[config.mk]
export PLATFORM = sky130hd
export DESIGN_NAME = ish_div
export DESIGN_NICKNAME = d
export VERILOG_FILES = /design/src/design/ish_pkg.sv /design/src/design/ish_div.sv
export SDC_FILE = /design/constraint.sdc
export NUM_CORES = 1
export LEC_CHECK = 0
export ABC_AREA = 1
export BUFFER_PORTS_ARGS = -buffer_cell sky130_fd_sc_hd__buf_2
export CORE_MARGIN = 4
export CORE_UTILIZATION = 57
export CTS_CLUSTER_SIZE = 14
export DETAILED_ROUTE_END_ITERATION = 10
export PLACE_DENSITY = 0.91
export SYNTH_ARGS = -nofsm -noshare
export SYNTH_HDL_FRONTEND = slang
export SYNTH_SLANG_ARGS = --single-unit
[constraint.sdc]
create_clock -name clock -period 11 [get_ports clock]
set_input_delay 1.65 -clock clock [delete_from_list [all_inputs] [get_ports clock]]
set_output_delay 1.65 -clock clock [all_outputs]
set_load 0.02 [all_outputs]
[src/design/ish_pkg.sv]
// Types, codes and constants of the integer statistics histogram block.
package ish_pkg;

   // Default number of histogram bins.
   localparam int ISH_MAX_BINS = 256;

   // Divider widths: wide dividend, 32-bit divisor, bit counter.
   localparam int DIV_W = 112;
   localparam int DVS_W = 32;
   localparam int LEN_W = 7;

   // Shift-add multiplier widths.
   localparam int MCAND_W = 64;
   localparam int MPLIER_W = 48;
   localparam int PROD_W = 96;

   // Width of the bin count before clamping.
   localparam int NBR_W = 18;

   // Configuration port address width.
   localparam int CSR_AW = 4;

   // Input modes; the spare code is handled as a read.
   localparam logic [1:0] MODE_ADD = 2'd0;
   localparam logic [1:0] MODE_READ = 2'd1;
   localparam logic [1:0] MODE_CLEAR = 2'd2;
   localparam logic [1:0] MODE_SPARE = 2'd3;

   // Result status codes.
   localparam logic [1:0] STATUS_OK = 2'd0;
   localparam logic [1:0] STATUS_SAT = 2'd1;
   localparam logic [1:0] STATUS_NOBIN = 2'd2;

   // Register indexes.
   localparam logic [1:0] REG_RANGE_MIN = 2'd0;
   localparam logic [1:0] REG_RANGE_MAX = 2'd1;
   localparam logic [1:0] REG_BIN_STEP = 2'd2;

   // Divider launch control.
   typedef struct packed {
      logic start;
      logic [LEN_W-1:0] len;
   } div_ctl_type;

endpackage

[src/design/ish_div.sv]
// Restoring divider that produces one quotient bit per cycle.
module ish_div
   import ish_pkg::*;
(
   input  logic              clock,
   input  logic              reset,
   input  div_ctl_type       ctl,
   input  logic [DIV_W-1:0]  dividend,
   input  logic [DVS_W-1:0]  divisor,
   output logic [DIV_W-1:0]  quotient,
   output logic [DVS_W-1:0]  remainder,
   output logic              done
);

   logic [DIV_W-1:0] work_ff, work_in;
   logic [DVS_W-1:0] rem_ff, rem_in;
   logic [DVS_W-1:0] dvs_ff, dvs_in;
   logic [LEN_W-1:0] cnt_ff, cnt_in;
   logic             busy_ff, busy_in;
   logic             done_ff, done_in;
   logic [DVS_W:0]   trial;
   logic             qbit;

   // One shift-and-subtract step per cycle; the dividend is left aligned.
   always_comb begin
      trial = {rem_ff, work_ff[DIV_W-1]};
      qbit = (trial >= {1'b0, dvs_ff});
      work_in = work_ff;
      rem_in = rem_ff;
      dvs_in = dvs_ff;
      cnt_in = cnt_ff;
      busy_in = busy_ff;
      done_in = 1'b0;
      if (ctl.start) begin
         work_in = dividend;
         rem_in = '0;
         dvs_in = divisor;
         cnt_in = ctl.len;
         busy_in = 1'b1;
      end else if (busy_ff) begin
         work_in = {work_ff[DIV_W-2:0], qbit};
         rem_in = qbit ? DVS_W'(trial - {1'b0, dvs_ff}) : trial[DVS_W-1:0];
         cnt_in = cnt_ff - LEN_W'(1);
         if (cnt_ff == LEN_W'(1)) begin
            busy_in = 1'b0;
            done_in = 1'b1;
         end
      end
   end

   always_ff @(posedge clock) begin
      if (reset) begin
         busy_ff <= 1'b0;
         done_ff <= 1'b0;
         cnt_ff <= '0;
      end else begin
         busy_ff <= busy_in;
         done_ff <= done_in;
         cnt_ff <= cnt_in;
      end
      work_ff <= work_in;
      rem_ff <= rem_in;
      dvs_ff <= dvs_in;
   end

   assign quotient = work_ff;
   assign remainder = rem_ff;
   assign done = done_ff;

endmodule

; ---- Yosys cells after proc, flatten, opt, wreduce, memory -nomap -nowiden
; Cells that the tools add are included.
[op_classes]
n_lt_le_gt_ge = 1
addsub = 2
n_reduce_logical = 2
bitwise_logic = 1
n_eq_ne = 1
n_mux = 9
[op_table]
columns = op, count
row1 = 112-bit 2-to-1 mux, 2
row2 = 33-bit by 32-bit greater-or-equal comparator with 1-bit output, 1
row3 = 32-bit 2-to-1 mux, 1
row4 = 32-bit subtractor, 1
row5 = 7-bit 2-to-1 mux, 2
row6 = 7-bit by 1-bit equality test with 1-bit output (second input constant), 1
row7 = 7-bit by 1-bit subtractor with 7-bit output (second input constant), 1
row8 = 1-bit 2-to-1 mux, 4
row9 = 3-bit OR reduction, 1
row10 = 2-bit nonzero test, 1
row11 = 1-bit NOT, 1
[totals]
ff_bits = 185
out_inout_bits = 145

; ---- Longest topological paths before layout
[depth]
ltp_word = 4
mapped_depth = 17

; ---- Least setup slack after synthesis
; Ideal clock, no wire load.
[synth_timing]
path_kind = input-to-reg
start = input ctl[7] (netlist name)
end = register work_ff[0] (netlist: quotient[0]), enable pin
setup_slack_ns = 5.386
stages = 3
t_arrival_ns = 5.094
required_ns = 10.479
path_cell_list = nor2_1 -> inv_1 -> clkbuf_1
[synth_between]
elab_chain_cells = 1
[synth_rtl]
columns = element, line
row1 = start: declaration, ish_div.sv:7  ; input div_ctl_type ctl,
row2 = 2-bit nonzero test (no source line), n/a
row3 = end signal: assignment, ish_div.sv:61  ; work_ff <= work_in;
row4 = end: declaration, ish_div.sv:15  ; logic [DIV_W-1:0] work_ff, work_in;
; No other way between the ends.
; A chain may end at the register's enable or synchronous reset.

; ---- Worst setup path after layout
[layout_timing]
start = input ctl[7] (netlist name)
end = register work_ff[10] (netlist: quotient[10]), enable pin
; The elaborated chain is that of the path after synthesis.

==> run summary <==
Final cell utilization of the core -> 70.6%
Number of flops mapped to enable cells by yosys -> 144
Horizontal extent of the die -> 143 um
Net count of the mapped netlist -> 1543
Hold Fails Final Rpt -> 0
Number of different library cells in the post-synthesis netlist -> 37
Power per Cell Area -> 143 mW/mm2
Synth area leaders -> sky130_fd_sc_hd__edfxtp_1 42%, sky130_fd_sc_hd__nand2_1 24%, sky130_fd_sc_hd__dfxtp_1 7.9%
Slew headroom -> 22.6%
Total clock buffers created by CTS -> 17
Setup skew after layout -> 0.0195 ns
Number of warning messages in the yosys log -> 0
Post-Synthesis Mean Instance Area -> 7.66 um2
Largest fanout on the critical path -> 93
Sequential-to-total area share from yosys stat -> 49.6%
Worst-case register-to-register setup slack -> 7.98 ns
Area of the multi-input gates -> 0.00431 mm2
Max Clock Freq -> 0.248 GHz
Top cell type by total area after synthesis -> sky130_fd_sc_hd__edfxtp_1
All-Layer GR Usage -> 29.4%
Final estimated routing congestion in global placement -> 0.924
Yosys top cell area share -> 41.7%
Total die area -> 0.0204 mm2
Critical path class -> in -> reg
Port bufs -> 298
Clock tree from TritonCTS -> done
Via count -> 9753
Placed wire-length estimate after detailed placement -> 23100 um
CTS H-tree lvls -> 4
Routed wire length -> 30500 um
Post-CTS setup-driven buffer insertion count -> 0
Routed vias/inst -> 5.19
RSZ-0062 raised after global routing -> false
Number of rows in the core area -> 49
Average wire per cell in the routed design -> 16.2 um
Predominant post-synthesis flop cell -> sky130_fd_sc_hd__edfxtp_1
Boundary Pins -> 299
Capture point of the worst path -> quotient[10]
Endpoint arrival time on the critical path -> 4.08 ns
Post-route DRC -> 0
Accumulated negative setup slack -> 0 ns
Number of storage elements in the synthesis netlist -> 185
Leakage -> 0.00685 uW
Maximum Capacitance Violations -> 0
Tmin final -> 4.03 ns
Number of antenna violations at the first check in global routing -> 3
Outcome -> finished clean
Final global-route overflow total -> 0
Starting utilization of the core area -> 57.9%
First-pass GRT wire length -> 46900 um
Proportion of synthesized flip-flops having asynchronous set or reset -> 0%
Layout fillers -> 1408
Post-route clock period utilization -> 36.7%
Number of iterations in the first detailed-routing pass -> 7
Slew Limit Fails -> 0
Worst-Skew Late Latency -> 0.44 ns
First element of the critical path -> ctl[7]
Post-CTS resize count -> 0
Final setup vio count -> 0
Cells on worst reg2reg path -> 15
Footprint of the flip-flops and latches -> 0.00514 mm2
Data required time at the worst endpoint -> 11.05 ns
Post-synthesis instance area -> 0.0104 mm2
Root Buffer Master -> sky130_fd_sc_hd__clkbuf_16
Hold buffer count at CTS -> 0
Slew @ Worst Pin -> 1.16 ns
Starting DRC count in detailed routing -> 705
Highest ir drop seen on vdd -> 171 uV
CTS max path bufs -> 2
Kind of start point of the critical path -> primary input
Area overhead of the layout relative to synthesis -> 22.0%
Final layout net count -> 1824
DIE HEIGHT -> 143 um
CTS Sinks -> 185
Type of the tightest min-delay check -> reg -> reg
Synthesized instance count -> 1354
Reg2Reg Capture Point -> remainder[24]
Startpoint of the most critical register-to-register path -> dvs_ff[20]
Fraction of layout instances using a drive strength above 1 -> 22.0%
Vias in the first global route -> 9340
Maximum number of pins on one net before global-route repair -> 116
Core outline area -> 0.0179 mm2
Endpoint type of the worst setup path -> register
ANT nets after route -> 0
Clock-pin transition on the worst setup and hold timing paths -> 0.08 ns
==> cell usage after synthesis, types with 3 or more instances <==
master                     count
sky130_fd_sc_hd__edfxtp_1    144
sky130_fd_sc_hd__dfxtp_1      41
sky130_fd_sc_hd__o21ai_0      11
sky130_fd_sc_hd__a21oi_1      23
sky130_fd_sc_hd__nand3_1      78
sky130_fd_sc_hd__nor2_2        5
sky130_fd_sc_hd__inv_1       187
sky130_fd_sc_hd__nand4_1       9
sky130_fd_sc_hd__a31oi_1       5
sky130_fd_sc_hd__nand2_1     656
sky130_fd_sc_hd__nand3_2       6
sky130_fd_sc_hd__nand2_2       7
sky130_fd_sc_hd__o21bai_1      3
sky130_fd_sc_hd__buf_2         4
sky130_fd_sc_hd__o21ai_1       8
sky130_fd_sc_hd__nor3_1        3
sky130_fd_sc_hd__nor2_4        3
sky130_fd_sc_hd__buf_6         4
sky130_fd_sc_hd__nor2_1       43
sky130_fd_sc_hd__buf_1         8
sky130_fd_sc_hd__nand3b_1     16
sky130_fd_sc_hd__ha_1         34
sky130_fd_sc_hd__xnor2_1      13
sky130_fd_sc_hd__xor2_1        3
sky130_fd_sc_hd__clkbuf_1     23
==> worst max-delay path, stage by stage <==
cell and delay (ns):
sky130_fd_sc_hd__buf_4 0.14, sky130_fd_sc_hd__buf_4 0.57, sky130_fd_sc_hd__nor2_2 0.04, sky130_fd_sc_hd__buf_4 0.26
sky130_fd_sc_hd__inv_4 0.35, sky130_fd_sc_hd__buf_4 0.94
==> metrics by stage <==
| step | cell area (um2) | cells | setup slack [ns] | power [uW] | hold WS (ns) |
|---|---|---|---|---|---|
| 2_1_floorplan | 10400 | 1354 | 5.39 | 1030 | 0.461 |
| 3_3_place_gp | 12000 | 1845 | 6.59 | 1140 | 0.469 |
| 3_5_place_dp | 12000 | 1845 | 6.51 | 1150 | 0.470 |
| 4_1_cts | 12600 | 1877 | 7.01 | 1810 | 0.485 |
| 5_1_grt | 12600 | 1877 | 6.70 | 1880 | 0.505 |
| 6_report | 12600 | 1878 | 6.97 | 1810 | 0.484 |
==> kinds of logic (layout without fill, tap and decap cells) <==
kind of cell	count (synthesis)	count (layout)	synth area share [%]
other	0	1	0
flip-flops	185	185	49.6
AO/OA/AOI/OAI	55	55	2.95
AND/OR/NAND/NOR	832	832	33.0
buffers and inverters	231	525	8.77
XOR/XNOR	16	16	1.35
adder cells (fa/ha/maj)	35	35	4.30
==> per-layer routing <==
metal	vias up	part of all wire (%)	track usage, %
li1	4799	-	-
met1	4350	38	35.3
met2	500	49	49.9
met3	98	7.8	6.40
met4	6	5.7	15.2
met5	-	0.11	0
==> placed cells by master (no fill, tap or decap), types with 2 or more instances in the layout <==
cell type,netlist,routed
sky130_fd_sc_hd__nand3_2,6,6
sky130_fd_sc_hd__nor3_1,3,3
sky130_fd_sc_hd__nand2_1,656,656
sky130_fd_sc_hd__xor2_1,3,3
sky130_fd_sc_hd__nand3b_1,16,16
sky130_fd_sc_hd__buf_2,4,297
sky130_fd_sc_hd__o21a_1,2,2
sky130_fd_sc_hd__a21oi_1,23,23
sky130_fd_sc_hd__nand4_1,9,9
sky130_fd_sc_hd__o21ai_1,8,8
sky130_fd_sc_hd__a31oi_1,5,5
sky130_fd_sc_hd__nor2_1,43,42
sky130_fd_sc_hd__inv_8,0,4
sky130_fd_sc_hd__nor2_2,5,6
sky130_fd_sc_hd__inv_12,0,5
sky130_fd_sc_hd__nand2_2,7,7
sky130_fd_sc_hd__dfxtp_1,41,41
sky130_fd_sc_hd__xnor2_1,13,13
sky130_fd_sc_hd__nand3_1,78,78
sky130_fd_sc_hd__inv_1,187,186
sky130_fd_sc_hd__ha_1,34,34
sky130_fd_sc_hd__edfxtp_1,144,144
sky130_fd_sc_hd__nor4_1,2,2
sky130_fd_sc_hd__and2_1,2,2
sky130_fd_sc_hd__o21bai_1,3,3
sky130_fd_sc_hd__o21ai_0,11,11
sky130_fd_sc_hd__clkinv_8,0,3
sky130_fd_sc_hd__clkbuf_16,0,17
sky130_fd_sc_hd__nor2_4,3,3
sky130_fd_sc_hd__buf_4,2,6
==> state kept, by name, indices dropped and copies added, names as in the netlist <==
register / cells
cnt_ff: 7
busy_ff: 1
done: 1
dvs_ff: 32
quotient: 112
remainder: 32
==> worst min path at each step <==
| stage | startpoint | end | slack [ns] | cells after the start |
|---|---|---|---|---|
| finish | remainder[14] | remainder[14] | 0.48 | 2 |
| global route | remainder[13] | remainder[13] | 0.50 | 2 |
| CTS | remainder[22] | remainder[22] | 0.48 | 2 |
| detailed placement | remainder[14] | remainder[14] | 0.47 | 2 |
| global placement | remainder[14] | remainder[14] | 0.47 | 2 |
| floorplan | cnt_ff[5] | cnt_ff[5] | 0.46 | 2 |
==> layout make-up <==
cell class,count,area share [%]
repair buffers,303,12.1
inverters,190,5.67
well taps,229,2.27
multi-input cells,938,34.1
flip-flops and latches,185,40.7
clock buffers,17,3.36
diodes,1,0.0198
clock inverters,15,1.76
==> report_power, final <==
part / switching, uW / internal [uW]
registers: 32.7 / 824
clock network: 331 / 341
logic: 192 / 91.3
total: 556 / 1260
(Power assumes the default switching activity.)
